`src/hw/rtl/pbfl_queue.sv`:
```
// Two-entry queue between the request classifier and the list engine.
module pbfl_queue #(
    parameter int DW = 8
) (
    input  logic          aclk,
    input  logic          aresetn,
    input  logic          push,
    input  logic [DW-1:0] push_data,
    output logic          full,
    output logic          valid,
    input  logic          pop,
    output logic [DW-1:0] pop_data
);
    logic [DW-1:0] entry_reg [2];
    logic          wr_ptr_reg;
    logic          rd_ptr_reg;
    logic [1:0]    level_reg;

    assign full     = (level_reg == 2'd2);
    assign valid    = (level_reg != 2'd0);
    assign pop_data = entry_reg[rd_ptr_reg];

    // Pointer and fill level update.
    always_ff @(posedge aclk) begin
        if (!aresetn) begin
            wr_ptr_reg <= 1'b0;
            rd_ptr_reg <= 1'b0;
            level_reg  <= 2'd0;
        end else begin
            if (push) begin
                wr_ptr_reg <= ~wr_ptr_reg;
            end
            if (pop) begin
                rd_ptr_reg <= ~rd_ptr_reg;
            end
            if (push && !pop) begin
                level_reg <= level_reg + 2'd1;
            end else if (pop && !push) begin
                level_reg <= level_reg - 2'd1;
            end
        end
    end

    // Entry storage.
    always_ff @(posedge aclk) begin
        if (push) begin
            entry_reg[wr_ptr_reg] <= push_data;
        end
    end
endmodule

```
`config.mk`:
```
export PLATFORM = sky130hd
export DESIGN_NAME = pbfl_queue
export DESIGN_NICKNAME = d
export VERILOG_FILES = /design/src/hw/rtl/pbfl_queue.sv
export SDC_FILE = /design/constraint.sdc
export NUM_CORES = 1
export LEC_CHECK = 0
export BUFFER_PORTS_ARGS = -buffer_cell sky130_fd_sc_hd__buf_2
export CORE_UTILIZATION = 52
export CTS_CLUSTER_DIAMETER = 60
export DETAILED_ROUTE_END_ITERATION = 8
export GPL_ROUTABILITY_DRIVEN = 1
export HOLD_SLACK_MARGIN = 0.06
export PLACE_DENSITY_LB_ADDON = 0.08
export SLEW_MARGIN = 20
export SYNTH_ARGS = -nofsm -noshare
export SYNTH_HDL_FRONTEND = slang
export SYNTH_SLANG_ARGS = --single-unit
```
`constraint.sdc`:
```
create_clock -name aclk -period 1.8 [get_ports aclk]
set_input_delay 0.09 -clock aclk [delete_from_list [all_inputs] [get_ports aclk]]
set_output_delay 0.09 -clock aclk [all_outputs]
set_load 0.02 [all_outputs]
```
==> impl_metrics.json, run 1 <==
{
  "status": "completed",
  "grt.busiest_layer": "met2",
  "use_met3_pct": 3.26,
  "crit_path_end_kind": "primary output",
  "die_w_um": 41.2,
  "maxCapViolations": 0,
  "p_switching_uw": 226,
  "cp.arrival_ps": 1390,
  "core_area_um2": 1370,
  "min_from": "push",
  "crit_family": "flip-flops",
  "drive_gt1_share_pct": 44.4,
  "yosysTopAreaCell": "edfxtp_1",
  "relSlewSlack_pct": 75.7,
  "h-tree-depth": 1,
  "finalHoldViolCount": 0,
  "syn-mean-instance-area_um2": 17.0,
  "grt-ovfl-total": 0,
  "synthTopCellsByArea": "edfxtp_1, dfxtp_1, mux2_2",
  "num_rows": 13,
  "crit_path_cell_trace": "mux2_2 > buf_2",
  "synth_seq_cells": 21,
  "p_int_uw": 721,
  "cts_setup_buffers": 0,
  "crit_path_top_delay_cell": "dfxtp_1",
  "wl_per_cell_um": 12.2,
  "track_usage_pct": 16.0,
  "critPathMaxFanout": 8,
  "clkTransAtPathRegs_ps": 110,
  "startpoint_type": "flop",
  "min_period_ps": 1480,
  "grt_use_met1_pct": 22.4,
  "tns_ps": 0,
  "cts.sinks": 21,
  "dieArea_um2": 1690,
  "io_pins": 22,
  "p_leak_nw": 0.426,
  "final_common_cell": "buf_2",
  "setup-violations-final": 0,
  "use_met2_pct": 25.0,
  "cts_tree": "yes",
  "vias": 475,
  "portBuffers": 21,
  "ys.warnings.count": 0,
  "rsz0062_at_grt": "no",
  "grt_pass1_wl_um": 1720,
  "largest_register_ffs": 16,
  "numPlacedInstances": 83,
  "max_freq_mhz": 675,
  "dr.pass1.iters": 4,
  "cts_buffers": 3,
  "synth_nets": 60,
  "finalPower_uw": 947,
  "slowest_delay_ps": 550,
  "worst_slew_pin_slew_ps": 364,
  "drc_errors": 0,
  "combPwrFrac_pct": 17.2,
  "initial_core_util_pct": 58.3,
  "p_sw_share_pct": 23.9,
  "nets": 95,
  "clock_path_buffers": 2,
  "crit_type": "flop to primary output",
  "diodes": 0,
  "required_ps": 1710,
  "p_per_area_nw_per_um2": 910,
  "hp-class": "primary input to flop",
  "synth_top_area_share_pct": 60.3,
  "clk-insertion-delay-late_ps": 290,
  "seq_power_share_pct": 60.5,
  "viasPerCell": 4.95,
  "grt_max_degree": 13,
  "finalWeightedCongestion": 0.616,
  "maxSlewViolCount": 0,
  "cts.root.buffer_cell": "clkbuf_4",
  "final_cell_mix": "buf_2, edfxtp_1, dlygate4sd3_1",
  "drt-initial-drc-count": 13,
  "synth_cells": 47,
  "stdcell_count": 96,
  "grt_pass1_vias": 404,
  "yosysSeqAreaShare_pct": 72.8,
  "dp_hpwl_um": 780,
  "worst_hold_slack_ps": 136,
  "timing.rr.start": "level_reg[0]",
  "period_share_pct": 82.3,
  "peakVddDrop_mv": 0.747,
  "chipHeight_um": 41.2,
  "antenna_found_initial": 0,
  "area_delta_synth_final_pct": 30.6,
  "finClkSkew_ps": 5.38,
  "wl_um": 1170,
  "p_clk_share_pct": 22.2,
  "path_buf_inv": 1,
  "syn_area_um2": 797,
  "ant_nets": 0,
  "ys_types": 16
}
[synth_stat cells (all sizes together)]
cell and number:
or2 1, and2 4, or3 1, edfxtp 16, xnor2 1, buf 1, o21a 1, and2b 1
xor2 2, o21ai 1, a21boi 1, dfxtp 5, inv 1, nor2b 2, ha 1, mux2 8
[layer usage]
layer  routed length (µm)  up-vias  share of wire (%)
met5                    0        -                  0
met4                    0        0                  0
met3                   35        0                3.0
met2                  578       14                 49
met1                  555      223                 47
li1                     -      238                  -
[power by group through the flow]
stage | Sequential, mW | Clock [mW] | Combinational (mW)
final | 0.573 | 0.211 | 0.163
after global placement | 0.583 | 0 | 0.145
after detailed placement | 0.585 | 0 | 0.148
after global routing | 0.578 | 0.237 | 0.178
after CTS | 0.574 | 0.220 | 0.164
after floorplan | 0.575 | 0 | 0.106
[repair_timing]
action / in CTS / in global routing
gates resized for setup: 0 / 0
hold buffers: 9 / 0
endpoints found under the hold margin: 20 / 0
setup endpoints to repair: 0 / 0
[worst reg2reg max path: stages, from the launching register on]
cell and delay, ps:
dfxtp_1 360, xor2_1 170, or3_1 310, a21boi_1 140
[metrics by stage]
stage	util (%)	area [µm²]	worst slack, ps
floorplan	-	797	696
global placement	67.6	923	666
detailed placement	67.6	923	654
CTS	76.2	1040	310
global route	76.2	1040	224
finish	76.2	1040	318
[logic make-up (layout without fill, tap and decap cells)]
logic type	after synthesis	after routing	synth area share, %
buffers and inverters	2	36	1.10
adder cells (fa/ha/maj)	1	1	1.57
multiplexers	8	8	11.3
flip-flops	21	21	72.8
AND/OR/NAND/NOR	9	9	7.38
XOR/XNOR	3	3	3.30
AO/OA/AOI/OAI	3	3	2.51
[cell type report]
class | instances | area (µm²)
tap | 15 | 18.8
sequential | 21 | 581
clock buffer | 3 | 22.5
fill | 101 | 325
timing repair buffer | 31 | 203
clock inverter | 1 | 5.00
inverter | 1 | 3.75
multi-input combinational | 24 | 208
[path summary, 6_finish.rpt]
path                                      to  slack, ps  cells past startpoint
worst max-delay path             pop_data[3]        320                      2
worst min-delay path              wr_ptr_reg        140                      3
worst max register to register  level_reg[1]        760                      3
worst min register to register  level_reg[1]        510                      2
(Power assumes the default switching activity.)
==> inputs of run 2 (changes only) <==
Settings changed: ABC_AREA set to 1, CORE_UTILIZATION 52 to 44.
Clock period 1.8 ns to 1.2 ns, I/O delays scaled along.
==> run 2 against run 1 <==
  * The run now ends with setup timing left
  * Worst setup slack got worse by 380 ps
  * Global-route usage shrank 3.0 points
  * Hold slack gained 360 ps
  * Clock power grew 49%
  * Clock-buffer cell count grew 1
  * Critical path depth did not move
  * Sequential power grew 51%
  * Utilization is 8.4 points lower
  * Synthesized area up 1.7%
  * Register-to-register slack got worse by 570 ps
==> impl_metrics.json, run 2 <==
{
  "finalHoldViolCount": 0,
  "largest_register_ffs": 16,
  "io_pins": 22,
  "synth_cells": 58,
  "initial_core_util_pct": 47.0,
  "synth_seq_cells": 21,
  "cts.root.buffer_cell": "clkbuf_4",
  "drt-initial-drc-count": 15,
  "violations": "setup timing",
  "synth_edf_count": 16,
  "finClkSkew_ps": 4.55,
  "core_area_um2": 1730,
  "grt_pass1_vias": 461,
  "clock_path_buffers": 2,
  "dp_hpwl_um": 790,
  "diodes": 0,
  "crit_path_end_kind": "primary output",
  "wl_um": 1190,
  "grt-ovfl-total": 0,
  "drive_gt1_share_pct": 40.0,
  "crit_type": "flop to primary output",
  "startpoint_type": "flop",
  "drc_errors": 0,
  "yosysTopAreaCell": "edfxtp_1",
  "synth_nets": 71,
  "cts_tree": "yes",
  "period_share_pct": 105,
  "p_per_area_nw_per_um2": 1260,
  "rsz0062_at_grt": "yes",
  "wl_per_cell_um": 9.94,
  "critPathMaxFanout": 8,
  "synth_common_cells": "edfxtp_1, inv_1, mux2_2",
  "viasPerCell": 4.28,
  "nets": 109,
  "vias": 513,
  "pre_cts_ws_ps": 79.1,
  "h-tree-depth": 1,
  "clk-insertion-delay-late_ps": 290,
  "synth_top_area_share_pct": 59.3,
  "crit_family": "flip-flops",
  "track_usage_pct": 13.0,
  "antenna_found_initial": 0,
  "min_period_ps": 1260,
  "cts_buffers": 3,
  "grt_pass1_wl_um": 1810,
  "final_cell_mix": "edfxtp_1, buf_2, dlygate4sd3_1",
  "stdcell_count": 120,
  "final_common_cell": "edfxtp_1",
  "path_buf_inv": 1,
  "n_fill_cell": 145,
  "status": "finished, violations left",
  "worst_slack_ps": -57.0,
  "finalWeightedCongestion": 0.624,
  "grt_max_degree": 12,
  "synth.most_common_cell": "edfxtp_1",
  "clkTransAtPathRegs_ps": 110,
  "area_delta_synth_final_pct": 44.4,
  "maxCapViolations": 0,
  "setup-violations-final": 8,
  "stdcell_area_um2": 1170,
  "crit_path_top_delay_cell": "dfxtp_4",
  "max_freq_mhz": 796,
  "required_ps": 1140,
  "maxSlewViolCount": 0,
  "syn-mean-instance-area_um2": 14.0,
  "ys_types": 16,
  "yosysSeqAreaShare_pct": 71.6,
  "slowest_delay_ps": 460,
  "portBuffers": 21,
  "peakVddDrop_mv": 0.869,
  "crit_path_cell_trace": "mux2_4 > buf_6",
  "num_rows": 15,
  "cts.sinks": 21,
  "chipHeight_um": 44.9,
  "ys.flop_type": "edfxtp_1",
  "p_leak_nw": 0.513,
  "dieArea_um2": 2020,
  "placed_cell_area_um2": 943,
  "die_w_um": 44.9,
  "numPlacedInstances": 104,
  "relSlewSlack_pct": 76.7,
  "synthTopCellsByArea": "edfxtp_1, dfxtp_1, mux2_2",
  "dr.pass1.iters": 3,
  "postSynth.asyncResetShare_pct": 0,
  "ys.warnings.count": 0,
  "hp-class": "primary input to flop",
  "cp.arrival_ps": 1200,
  "syn_area_um2": 811,
  "ant_nets": 0,
  "worst_slew_pin_slew_ps": 350
}
[run 2: cell types whose count changed after synthesis, sizes merged, moves of 2 or more]
cell	before	now
xor2	2	0
nand2	0	6
nor2b	2	0
nor2	0	6
inv	1	9
and2	4	0
[run 2: cell type report]
| cell class | count | area [µm²] | share of cell area, % |
|---|---|---|---|
| multi-input combinational | 27 | 215 | 18.4 |
| tap | 25 | 31.3 | 2.67 |
| sequential | 21 | 584 | 49.9 |
| clock buffer | 4 | 26.3 | 2.24 |
| timing repair buffer | 34 | 280 | 23.9 |
| inverter | 9 | 33.8 | 2.88 |
[run 2: logic make-up (layout without fill, tap and decap cells)]
| family | Yosys count | in the layout | synth area share, % |
|---|---|---|---|
| AOI/OAI and AO/OA | 2 | 2 | 1.23 |
| xor gates and xnor gates | 1 | 1 | 1.08 |
| adders and majority gates | 1 | 1 | 1.54 |
| buffers and inverters | 10 | 47 | 5.56 |
| DFF | 21 | 21 | 71.6 |
| muxes | 8 | 8 | 11.1 |
| and+or+nand+nor | 15 | 15 | 7.87 |
[run 2: worst paths after layout]
check,to,depth (start not counted),startpoint,slack [ps]
min reg2reg,wr_ptr_reg,2,wr_ptr_reg,520
min,entry_reg[1][1],2,push_data[1],490
max reg2reg,entry_reg[1][5],2,wr_ptr_reg,190
max,pop_data[6],2,flop,-60
[run 2: report_power, final]
group | leakage, nW | switching [mW] | internal [mW]
clock network | 0.0150 | 0.186 | 0.129
logic | 0.306 | 0.133 | 0.167
registers | 0.192 | 0.0315 | 0.832
total | 0.513 | 0.350 | 1.13
[run 2: layer usage]
layer	vias up	track usage, %	share of wire (%)	wire [µm]
met5	-	0	0	0
met4	0	7.27	0.50	6
met3	2	2.40	4.3	51
met2	14	23.5	50	597
met1	226	14.1	45	537
li1	271	-	-	-
[run 2: timing repair]
action,CTS,global route
hold buffers,11,0
endpoints found under the hold margin,21,0
setup endpoints to repair,8,9
gates resized for setup,26,1
buffers inserted,0,1
[run 2: metrics by stage]
stage | util [%] | TNS, ps | power, mW | hold WS (ps)
3_3_place_gp | 54.6 | 0 | 1.08 | 249
4_1_cts | 67.4 | -552 | 1.49 | 476
6_report | 67.8 | -438 | 1.48 | 494
5_1_grt | 67.8 | -711 | 1.55 | 487
2_1_floorplan | - | 0 | 1.02 | 159
3_5_place_dp | 54.6 | 0 | 1.09 | 252
[run 2: worst reg2reg max path, delay by kind of cell, from the launching register on]
kind,cells,cell delay (ps)
DFF,1,360
and+or+nand+nor,1,50
buffers and inverters,1,270
