<file path="config.mk">
export PLATFORM = sky130hd
export DESIGN_NAME = pbfl_front
export DESIGN_NICKNAME = d
export VERILOG_FILES = /design/src/hw/rtl/pbfl_pkg.sv /design/src/hw/rtl/pbfl_front.sv
export SDC_FILE = /design/constraint.sdc
export NUM_CORES = 1
export LEC_CHECK = 0
export BUFFER_PORTS_ARGS = -buffer_cell sky130_fd_sc_hd__buf_4
export CORE_MARGIN = 1
export CORE_UTILIZATION = 30
export DETAILED_ROUTE_END_ITERATION = 8
export HOLD_SLACK_MARGIN = 0.15
export PLACE_DENSITY = 0.51
export RECOVER_POWER = 25
export SETUP_SLACK_MARGIN = 0.05
export SLEW_MARGIN = 10
export SYNTH_ARGS = -nofsm -noshare
export SYNTH_HDL_FRONTEND = slang
export SYNTH_SLANG_ARGS = --single-unit
export TNS_END_PERCENT = 5
</file>
<file path="constraint.sdc">
create_clock -name aclk -period 13.5 [get_ports aclk]
set_clock_uncertainty 0.2 [all_clocks]
set_input_delay 2.7 -clock aclk [delete_from_list [all_inputs] [get_ports aclk]]
set_output_delay 2.7 -clock aclk [all_outputs]
set_load 0.02 [all_outputs]
</file>
<file path="src/hw/rtl/pbfl_pkg.sv">
// Shared types, codes and default constants of the packet buffer free list.
package pbfl_pkg;

    // Default parameter values and fixed field widths.
    localparam int MAX_BUFFERS_DEF = 1024;
    localparam int ADDR_BITS_DEF   = 48;
    localparam int ADDR_FIELD_W    = 48;
    localparam int BYTES_W         = 16;
    localparam int COUNT_W         = 11;
    localparam int TOTAL_W         = 32;
    localparam int IN_TDATA_W      = 56;
    localparam int OUT_TDATA_W     = 176;

    // Configuration register indexes and reset values.
    localparam logic [1:0] REG_REGION_BASE  = 2'd0;
    localparam logic [1:0] REG_BUFFER_BYTES = 2'd1;
    localparam logic [1:0] REG_BUFFER_COUNT = 2'd2;
    localparam logic [ADDR_FIELD_W-1:0] REGION_BASE_RST  = '0;
    localparam logic [BYTES_W-1:0]      BUFFER_BYTES_RST = 16'd2048;
    localparam logic [COUNT_W-1:0]      BUFFER_COUNT_RST = 11'd1024;

    typedef enum logic [1:0] {
        CMD_ALLOC   = 2'd0,
        CMD_RELEASE = 2'd1,
        CMD_QUERY   = 2'd2
    } cmd_t;

    typedef enum logic [2:0] {
        ST_RETURNED   = 3'd0,
        ST_NULL       = 3'd1,
        ST_FOREIGN    = 3'd2,
        ST_MISALIGNED = 3'd3,
        ST_BEYOND     = 3'd4
    } release_status_t;

    typedef enum logic [1:0] {
        OP_ALLOC  = 2'd0,
        OP_PUSH   = 2'd1,
        OP_REJECT = 2'd2,
        OP_QUERY  = 2'd3
    } op_kind_t;

    // Classified request handed from the front to the back.
    typedef struct packed {
        op_kind_t        kind;
        release_status_t status;
    } op_t;

    typedef enum logic [1:0] {
        F_IDLE,
        F_CHECK,
        F_DIV
    } front_state_t;

    typedef enum logic [1:0] {
        B_IDLE,
        B_CLEAR,
        B_READ
    } back_state_t;

endpackage

</file>
<file path="src/hw/rtl/pbfl_front.sv">
// Request classifier: takes requests, checks release addresses and divides offsets.
module pbfl_front #(
    parameter int MAX_BUFFERS = pbfl_pkg::MAX_BUFFERS_DEF,
    parameter int IW = $clog2(MAX_BUFFERS),
    parameter int LW = $clog2(MAX_BUFFERS + 1)
) (
    input  logic                               aclk,
    input  logic                               aresetn,
    input  logic                               s_tvalid,
    output logic                               s_tready,
    input  logic [pbfl_pkg::IN_TDATA_W-1:0]    s_tdata,
    input  logic [pbfl_pkg::ADDR_FIELD_W-1:0]  region_base,
    input  logic [pbfl_pkg::BYTES_W-1:0]       buffer_bytes,
    input  logic [LW-1:0]                      eff_count,
    input  logic [pbfl_pkg::BYTES_W+LW-1:0]    span,
    input  logic                               q_full,
    output logic                               q_push,
    output pbfl_pkg::op_t                      q_op,
    output logic [IW-1:0]                      q_idx
);
    import pbfl_pkg::*;

    localparam int OW = BYTES_W + IW;
    localparam int SW = $clog2(IW + 1);

    front_state_t            state_reg, state_next;
    logic [ADDR_FIELD_W-1:0] addr_reg, addr_next;
    logic [OW-1:0]           rem_reg, rem_next;
    logic [IW-1:0]           quo_reg, quo_next;
    logic [SW-1:0]           step_reg, step_next;

    logic [ADDR_FIELD_W-1:0] offset;
    logic [OW-1:0]           shifted;
    logic                    ge;
    logic [OW-1:0]           rem_new;
    logic [IW-1:0]           quo_new;

    assign offset  = addr_reg - region_base;
    assign shifted = OW'(buffer_bytes) << step_reg;
    assign ge      = (rem_reg >= shifted);
    assign rem_new = ge ? (rem_reg - shifted) : rem_reg;
    assign quo_new = (quo_reg << 1) | IW'(ge);

    // Classification and restoring division, one quotient bit a cycle.
    always_comb begin
        state_next  = state_reg;
        addr_next   = addr_reg;
        rem_next    = rem_reg;
        quo_next    = quo_reg;
        step_next   = step_reg;
        s_tready    = 1'b0;
        q_push      = 1'b0;
        q_op.kind   = OP_QUERY;
        q_op.status = ST_RETURNED;
        q_idx       = '0;
        case (state_reg)
            F_IDLE: begin
                s_tready = !q_full;
                if (s_tvalid && !q_full) begin
                    addr_next = s_tdata[ADDR_FIELD_W+1:2];
                    case (cmd_t'(s_tdata[1:0]))
                        CMD_ALLOC: begin
                            q_push    = 1'b1;
                            q_op.kind = OP_ALLOC;
                        end
                        CMD_RELEASE: begin
                            if (s_tdata[ADDR_FIELD_W+1:2] == '0) begin
                                q_push      = 1'b1;
                                q_op.kind   = OP_REJECT;
                                q_op.status = ST_NULL;
                            end else begin
                                state_next = F_CHECK;
                            end
                        end
                        default: begin
                            q_push    = 1'b1;
                            q_op.kind = OP_QUERY;
                        end
                    endcase
                end
            end
            F_CHECK: begin
                if ((addr_reg < region_base) || (64'(offset) >= 64'(span))) begin
                    q_push      = 1'b1;
                    q_op.kind   = OP_REJECT;
                    q_op.status = ST_FOREIGN;
                    state_next  = F_IDLE;
                end else begin
                    rem_next   = OW'(offset);
                    quo_next   = '0;
                    step_next  = SW'(IW - 1);
                    state_next = F_DIV;
                end
            end
            F_DIV: begin
                rem_next = rem_new;
                quo_next = quo_new;
                if (step_reg == '0) begin
                    q_push     = 1'b1;
                    state_next = F_IDLE;
                    if (rem_new != '0) begin
                        q_op.kind   = OP_REJECT;
                        q_op.status = ST_MISALIGNED;
                    end else if (LW'(quo_new) >= eff_count) begin
                        q_op.kind   = OP_REJECT;
                        q_op.status = ST_BEYOND;
                    end else begin
                        q_op.kind = OP_PUSH;
                        q_idx     = quo_new;
                    end
                end else begin
                    step_next = step_reg - SW'(1);
                end
            end
            default: begin
                state_next = F_IDLE;
            end
        endcase
    end

    // State register.
    always_ff @(posedge aclk) begin
        if (!aresetn) begin
            state_reg <= F_IDLE;
        end else begin
            state_reg <= state_next;
        end
    end

    // Datapath registers.
    always_ff @(posedge aclk) begin
        addr_reg <= addr_next;
        rem_reg  <= rem_next;
        quo_reg  <= quo_next;
        step_reg <= step_next;
    end
endmodule

</file>
==> impl_metrics.ini, run 1 <==
[synthesis]
synth-simple-area-share_pct = 22.1
ys_async_sr_fraction_pct = 0
synth_top_cell_area_share_pct = 24.8
synth_mux_area_share_pct = 4.54
ys_seq_elements = 89
synthAdderAreaFrac_pct = 13.7
syn_area_sq_um = 10500
ys.flop_type = edfxtp_1
synth-warning-count = 0
syn_nets = 1608
yosysMostFrequentCell = nand2_1
synth_cells = 1332
synth_top_family_by_area = compound AO/OA/AOI/OAI gates
synth_xor_xnor_area_share_pct = 4.49
synth.distinct_cells = 81
yosysTopAreaCell = edfxtp_1
syn_avg_cell_area_sq_um = 7.90
synthTopCellsByCount = nand2_1 (144), a21oi_1 (126), ha_1 (112), inv_1 (106), o21ai_0 (104)
seq_area_frac_synth_pct = 25.2
synthTopCellsByArea = edfxtp_1 (25%), ha_1 (13%), a21oi_1 (6.0%)
synth_compound_area_share_pct = 23.8
synth_edf_count = 87

[placement]
pre_cts_slack_ps = 1960
dp_hpwl_um = 30900
gp_congestion = 0.952
io_buffers = 172

[power_and_ir_drop]
power_frac_seq_pct = 35.9
p_comb_share_pct = 34.8
swShare_pct = 33.8
power.share.clock_pct = 29.4
ir_worst_vdd_mv = 0.0639
power.internal_mw = 0.584
p_switching_mw = 0.298
p_leak_nw = 5.37
total_power_mw = 0.882
p_per_area_nw_per_um2 = 70.7

[sta]
setup_tns_ps = 0
fin_ws_ps = 2010
slew_viol_final = 0
min_period_ps = 11490
rsz0062_at_grt = no
hold_viol = 0
max_freq_ghz = 0.0870
slew_headroom_pct = 27.8
setup_viol = 0
fin_crit_sh_pct = 85.1
worst_hold_slack_ps = 383
worst-slew-pin-transition_ps = 1080

[setup_path]
endpoint_kind = primary output
cpPeakStageDelay_ps = 910
path_class = in2out
crit_top_cell = a21oi_1
worstPathMaxFanout = 11
slowest_stage = nor4b_2
crit_path_cell_trace = buf_4, nor2b_1, a211oi_1, a21oi_1, mux2i_1, or2_2, ha_1, a21o_1, a31o_1, a311o_1, or4b_1, a21boi_4, ha_1, nor2b_1, o21a_1, o21ai_0, a21oi_1, o31a_1, o21ai_0, a211o_1, nand2_1, nor4b_2, a21oi_1, buf_4
crit_family = compound AO/OA/AOI/OAI gates
cp.required_ps = 10600
cp.arrival_ps = 8590
cp_num_buf_inv = 2
cp-start-kind = input port

[final_layout]
finalNetCount = 1734
drive_above_1_share_pct = 14.3
final_util_pct = 36.1
synthToLayoutAreaGrowth_pct = 18.4
largest_reg_flops = 48

[cts]
h-tree-depth = 3
clock_latency_ps = 360
ctsHoldBuffers = 0
clk_pin_slew_worst_paths_ps = 70
post_cts_resized = 0
cts_root_buf = clkbuf_16
cts_buffer_depth = 2
cts_buffers = 9
cts_sinks = 89
postCtsSetupBuffers = 0
cts_tree = built

[drt]
viasPerCell = 5.44
wl_per_cell_um = 19.1
wirelength_um = 36700
vias = 10400
drt-pass1-iter-count = 5
drtAntennaViolNets = 0
route.detailed.drc = 0
drt_first_iter_violations = 758

[grt]
grt_pass1_vias = 9793
grt_usage_pct = 20.3
grt_pass1_wl_um = 55800
grt_max_degree = 51
grt_overflow = 0
antenna_found_initial = 1

[worst_hold_path]
hold_path.class = reg2reg

[die]
core_sq_um = 34500
initial_utilization_pct = 30.5
dieArea_sq_um = 35800
die_height_um = 189
row_count = 68
chipWidth_um = 189
pin_count = 179

[status]
status = finished, final reports clean

[flow_run]
maxCapViolCount = 0
-- placed cells by master (no fill, tap or decap), drive strengths merged, types with 34 or more instances in the layout --
| cell type | n |
|---|---|
| edfxtp | 87 |
| o21ai | 107 |
| ha | 112 |
| a21oi | 126 |
| nand2 | 146 |
| buf | 142 |
| nor2 | 88 |
| clkbuf | 48 |
| inv | 107 |
| nand4 | 34 |
-- metal layers --
layer	global-route usage [%]	share of wire (%)	wire length (um)	up-vias
met2	32.4	45	16600	331
met3	2.19	4.9	1790	45
met4	7.44	2.8	1050	0
met1	28.2	47	17300	4871
met5	0	0	0	-
li1	-	-	-	5197
-- power groups by stage --
stage               combinational, mW  sequential [mW]  clock, mW
floorplan                       0.194            0.322          0
global placement                0.302            0.322          0
detailed placement              0.304            0.322          0
CTS                             0.306            0.316      0.268
global route                    0.340            0.317      0.276
finish                          0.306            0.316      0.259
-- cells by family (layout without fill, tap and decap cells) --
kind of cell / Yosys count / after routing
buffers and inverters: 171 / 302
AND/OR/NAND/NOR: 464 / 464
XOR/XNOR: 54 / 54
multiplexers: 42 / 42
AO/OA/AOI/OAI: 398 / 398
flip-flops: 89 / 89
adder cells (fa/ha/maj): 114 / 114
other: 0 / 1
-- worst reg2reg max path: cells and delay by family, from the launching register on --
family	cells	cell delay (ps)
flops	1	350
xor+xnor	1	180
fa+ha+maj	3	870
simple gates	5	1330
buf+inv	4	610
compound gates	8	2100
-- metrics by stage --
stage | area, sq um | std cells
finish | 12500 | 1919
global route | 12500 | 1919
CTS | 12500 | 1918
detailed placement | 12200 | 1902
global placement | 12200 | 1902
floorplan | 10500 | 1332
-- final cells by class --
type                            count  area (sq um)
Fill cell                        3756         22100
Multi-Input combinational cell   1072          7240
Sequential cell                    89          2650
Timing Repair Buffer              179          1300
Tap cell                          455           569
Inverter                          107           402
Clock buffer                       11           233
Clock inverter                      5          65.1
Antenna cell                        1          2.50
-- worst paths after layout --
| check | from | endpoint | slack [ps] | cells after the start |
|---|---|---|---|---|
| max | buffer_bytes[3] | q_op[4] | 2010 | 24 |
| min | quo_reg[5]$_SDFFCE_PN0P_ | quo_reg[6]$_SDFFCE_PN0P_ | 380 | 1 |
| max reg2reg | addr_reg[0]$_DFFE_PP_ | quo_reg[2]$_SDFFCE_PN0P_ | 7460 | 21 |
| min reg2reg | quo_reg[5]$_SDFFCE_PN0P_ | quo_reg[6]$_SDFFCE_PN0P_ | 380 | 1 |
(Power assumes the default switching activity.)
==> inputs of run 2 (changes only) <==
--- a/config.mk
+++ b/config.mk
@@ -7,10 +7,10 @@
 export LEC_CHECK = 0
 export BUFFER_PORTS_ARGS = -buffer_cell sky130_fd_sc_hd__buf_4
 export CORE_MARGIN = 1
-export CORE_UTILIZATION = 30
+export CORE_UTILIZATION = 40
 export DETAILED_ROUTE_END_ITERATION = 8
 export HOLD_SLACK_MARGIN = 0.15
-export PLACE_DENSITY = 0.51
+export PLACE_DENSITY = 0.63
 export RECOVER_POWER = 25
 export SETUP_SLACK_MARGIN = 0.05
 export SLEW_MARGIN = 10
==> constraint.sdc (replaced) <==
create_clock -name aclk -period 13.75 [get_ports aclk]
set_clock_uncertainty 0.2 [all_clocks]
set_input_delay 2.75 -clock aclk [delete_from_list [all_inputs] [get_ports aclk]]
set_output_delay 2.75 -clock aclk [all_outputs]
set_load 0.02 [all_outputs]
==> run 2 against run 1 <==
Net effect: global-route usage increased by 4.7 points; via count fell by 0.24%; combinational power is 3% lower; register-to-register slack worse by 170 ps; critical path depth unchanged; sequential power is 2% lower; sequential share of layout area grew 0.25 points; critical path type unchanged; highest routed layer unchanged.
==> impl_metrics.ini, run 2 (synthesis gave the netlist of run 1 again) <==
[power_and_ir_drop]
power_frac_seq_pct = 36.0
p_comb_share_pct = 34.6
swShare_pct = 33.6
ir_worst_vdd_mv = 0.0584
p_switching_mw = 0.290
p_leak_nw = 5.38
total_power_mw = 0.862
p_per_area_nw_per_um2 = 70.0
power.share.clock_pct = 29.4
power.internal_mw = 0.572

[sta]
max_freq_ghz = 0.0864
fin_crit_sh_pct = 84.1
worst-slew-pin-transition_ps = 1160
hold_viol = 0
fin_ws_ps = 2180
min_period_ps = 11570
worst_hold_slack_ps = 391
setup_viol = 0
rsz0062_at_grt = no
setup_tns_ps = 0
slew_viol_final = 0
slew_headroom_pct = 22.4

[die]
dieArea_sq_um = 27000
die_height_um = 164
initial_utilization_pct = 40.6
row_count = 59
core_sq_um = 25900
pin_count = 179
chipWidth_um = 164

[drt]
drt-pass1-iter-count = 5
wl_per_cell_um = 18.8
drt_first_iter_violations = 896
route.detailed.drc = 0
vias = 10400
drtAntennaViolNets = 0
wirelength_um = 33700
viasPerCell = 5.80

[worst_hold_path]
min_from = quo_reg[5]$_SDFFCE_PN0P_
hold_depth = 1
hold_path_end = quo_reg[6]$_SDFFCE_PN0P_
hold_path.class = reg2reg

[grt]
grt_overflow = 0
antenna_found_initial = 0
grt_max_degree = 52
grt_pass1_wl_um = 52300
grt_usage_pct = 25.1
grt_pass1_vias = 9572

[setup_path]
cp.arrival_ps = 8620
endpoint_kind = primary output
cp.required_ps = 10800
r2r_cells = 19
worstPathMaxFanout = 11
reg2reg_to = rem_reg[6]$_DFFE_PP_
cp-start-kind = input port
crit_path_start = buffer_bytes[3]
reg2reg_setup_slack_ps = 7290
rr_startpoint = addr_reg[16]$_DFFE_PP_
path_class = in2out

[placement]
dp_hpwl_um = 28100
pre_cts_slack_ps = 2190
io_buffers = 172
gp_congestion = 0.940
place_inst = 1781

[final_layout]
instances_no_fill = 1797
synthToLayoutAreaGrowth_pct = 17.1
finalNetCount = 1733
largest_reg_flops = 48
final_common_cell = nand2_1
layout_common_cells = nand2_1 (144), buf_4 (141), a21oi_1 (126)
diodes = 0
drive_above_1_share_pct = 14.6

[status]
status = finished, final reports clean

[cts]
cts_tree = built
ctsHoldBuffers = 0
cts_sinks = 89
h-tree-depth = 3
clk_pin_slew_worst_paths_ps = 70
cts_root_buf = clkbuf_16
cts_buffers = 9
clock_latency_ps = 360
cts_buffer_depth = 2
post_cts_resized = 0
postCtsSetupBuffers = 0

[flow_run]
maxCapViolCount = 0
==> run 2: cell count changes in the layout (fill, tap and decap cells not counted) <==
cell        delta
clkbuf_1       -6
clkbuf_4       +5
clkinv_4       -2
clkinvlp_4     +2
buf_4          -1
clkinv_2       +1
diode_2        -1
==> run 2: worst max-delay path, stage by stage <==
cell and delay [ps]:
buf_4 90, nor2b_1 130, a211oi_1 80, a21oi_1 300
mux2i_1 160, or2_2 310, ha_1 410, a21o_1 270
a31o_1 250, a311o_1 310, or4b_1 570, a21boi_4 230
ha_1 190, nor2b_1 40, o21a_1 150, o21ai_0 140
a21oi_1 90, o31a_1 260, o21ai_0 170, a211o_1 240
nand2_1 110, nor4b_2 970, and2_1 250, buf_4 140
==> run 2: per-layer routing <==
layer | GRT usage, % | up-vias | share of wire, %
li1 | - | 5195 | -
met1 | 35.0 | 4854 | 46
met2 | 41.8 | 341 | 47
met3 | 2.20 | 29 | 5.0
met4 | 5.30 | 0 | 1.4
met5 | 0 | - | 0
==> run 2: power by group through the flow <==
stage                     Sequential, mW  Combinational, mW  Clock (mW)
after floorplan                    0.316              0.190           0
after detailed placement           0.316              0.294           0
after global routing               0.311              0.331       0.269
after global placement             0.316              0.292           0
after CTS                          0.310              0.296       0.258
final                              0.310              0.298       0.254
==> run 2: stage by stage <==
step / cell area (sq um) / util (%)
after global routing: 12300 / 47.5
after global placement: 12000 / 46.5
after CTS: 12300 / 47.6
after floorplan: 10500 / -
after detailed placement: 12000 / 46.5
final: 12300 / 47.5
==> run 2: area by class of cell <==
cell class | count | area (sq um)
clock inverters | 6 | 67.6
fillers | 2570 | 13600
well taps | 335 | 419
multi-input cells | 1072 | 7240
clock buffers | 10 | 229
repair buffers | 178 | 1310
inverters | 107 | 402
flip-flops and latches | 89 | 2650
==> run 2: worst max-delay path by stage <==
stage / slack, ps / endpoint
6_report: 2180 / q_idx[2]
5_1_grt: 1700 / q_idx[2]
4_1_cts: 2180 / q_idx[2]
3_5_place_dp: 2190 / q_idx[2]
3_3_place_gp: 2240 / q_idx[5]
2_1_floorplan: 2070 / q_push
==> inputs of run 3 (changes only) <==
--- a/config.mk
+++ b/config.mk
@@ -10,7 +10,7 @@
 export CORE_UTILIZATION = 40
 export DETAILED_ROUTE_END_ITERATION = 8
 export HOLD_SLACK_MARGIN = 0.15
-export PLACE_DENSITY = 0.63
+export PLACE_DENSITY = 0.65
 export RECOVER_POWER = 25
 export SETUP_SLACK_MARGIN = 0.05
 export SLEW_MARGIN = 10
==> constraint.sdc (replaced) <==
create_clock -name aclk -period 9.4 [get_ports aclk]
set_clock_uncertainty 0.2 [all_clocks]
set_input_delay 1.88 -clock aclk [delete_from_list [all_inputs] [get_ports aclk]]
set_output_delay 1.88 -clock aclk [all_outputs]
set_load 0.02 [all_outputs]
==> run 3 against run 2 <==
Net effect: critical path depth grew 1; setup slack worse by 1800 ps; design area grew 0.91%; critical endpoint is now q_idx[6].
==> impl_metrics.ini, run 3 (synthesis gave the netlist of run 1 again) <==
[grt]
antenna_found_initial = 0
grt_pass1_wl_um = 51600
grt_pass1_vias = 9857
grt_max_degree = 52
grt_overflow = 0
grt_usage_pct = 24.6

[worst_hold_path]
min_from = quo_reg[6]$_SDFFCE_PN0P_
hold_path.class = reg2reg
hold_path_end = quo_reg[7]$_SDFFCE_PN0P_
hold_depth = 1

[setup_path]
cp.arrival_ps = 6990
r2r_cells = 20
cp-start-kind = input port
path_class = in2out
rr_startpoint = addr_reg[10]$_DFFE_PP_
cp.required_ps = 7320
reg2reg_to = quo_reg[6]$_SDFFCE_PN0P_
reg2reg_setup_slack_ps = 3770
cp_num_buf_inv = 3
cp.depth = 25
crit_family = compound AO/OA/AOI/OAI gates
cpPeakStageDelay_ps = 580
slowest_stage = or4b_1
crit_path_start = buffer_bytes[13]
worstPathMaxFanout = 10
endpoint_kind = primary output

[placement]
pre_cts_slack_ps = 321
gp_congestion = 0.985
io_buffers = 172
dp_hpwl_um = 27800

[cts]
clock_latency_ps = 360
cts_buffers = 9
h-tree-depth = 3
cts_tree = built
ctsHoldBuffers = 0
cts_buffer_depth = 2
cts_root_buf = clkbuf_16
clk_pin_slew_worst_paths_ps = 60
cts_sinks = 89

[power_and_ir_drop]
p_leak_nw = 5.45
ir_worst_vdd_mv = 0.0803
p_per_area_nw_per_um2 = 101

[sta]
worst-slew-pin-transition_ps = 923
max_freq_ghz = 0.110
rsz0062_at_grt = no
hold_viol = 0
fin_crit_sh_pct = 96.5
slew_viol_final = 0
min_period_ps = 9070
fin_ws_ps = 332
setup_tns_ps = 0
slew_headroom_pct = 38.5
setup_viol = 0

[final_layout]
layout_common_cells = buf_4 (155), nand2_1 (144), a21oi_1 (125)
largest_reg_flops = 48
drive_above_1_share_pct = 15.4
final_common_cell = buf_4
synthToLayoutAreaGrowth_pct = 18.1
finalNetCount = 1748
diodes = 0

[die]
dieArea_sq_um = 27000
core_sq_um = 25900
pin_count = 179
initial_utilization_pct = 40.6
die_height_um = 164
row_count = 59
chipWidth_um = 164

[status]
status = finished, final reports clean

[drt]
wirelength_um = 33200
wl_per_cell_um = 18.3
viasPerCell = 5.85
drt-pass1-iter-count = 6
vias = 10600
route.detailed.drc = 0
drtAntennaViolNets = 0
drt_first_iter_violations = 920

[flow_run]
maxCapViolCount = 0
## run 3: cell count changes in the layout (fill, tap and decap cells not counted), sizes merged
cell,change
clkinv,-1
buf,+14
## run 3: worst reg2reg max path: stages, from the launching register on
cell	delay (ps)
edfxtp_1	370
ha_1	410
a21oi_1	310
o21ai_0	160
a221oi_1	400
a211oi_1	130
buf_4	180
nand2b_1	170
a21oi_1	170
xnor2_1	210
ha_1	310
a21o_1	180
a21oi_1	130
o21ai_0	100
or4_1	470
a2111oi_0	250
and3_1	210
and4_1	260
a21oi_1	130
inv_1	100
buf_4	400
## run 3: layout make-up
cell class	count	area [sq um]
Clock inverter	5	57.6
Timing Repair Buffer	193	1410
Tap cell	335	419
Fill cell	2568	13500
Sequential cell	89	2650
Clock buffer	9	225
Multi-Input combinational cell	1072	7270
Inverter	107	402
## run 3: through the flow
step	instances	power, mW	instance area, sq um	hold slack (ps)	utilization, %
floorplan	1332	0.740	10500	344	-
CTS	1807	1.26	12400	406	48.0
detailed placement	1793	0.892	12100	387	46.9
global placement	1793	0.886	12100	360	46.9
finish	1810	1.25	12400	413	48.0
global route	1810	1.32	12400	439	48.0
## run 3: worst max path at each step
stage / endpoint / slack [ps]
6_report: q_idx[6] / 330
3_3_place_gp: q_idx[5] / 270
3_5_place_dp: q_idx[6] / 320
2_1_floorplan: q_idx[1] / 380
4_1_cts: q_idx[6] / 290
5_1_grt: q_idx[8] / 40
## run 3: power breakdown
group          switching, mW  internal, mW  total, mW
Combinational          0.254         0.182      0.436
Sequential           0.00323         0.451      0.454
Clock                  0.159         0.203      0.362
Total                  0.416         0.836       1.25
## run 3: per-layer routing
metal	share of wire, %	vias up	wire [um]	global-route usage (%)
li1	-	5210	-	-
met1	45	4922	15000	33.4
met2	47	398	15500	40.2
met3	5.4	51	1800	2.53
met4	2.8	0	919	9.26
met5	0	-	0	0
## run 3: what timing repair did
item	CTS	global route
endpoints found under the setup margin	0	10
setup buffers	0	3
gates resized for setup	0	6
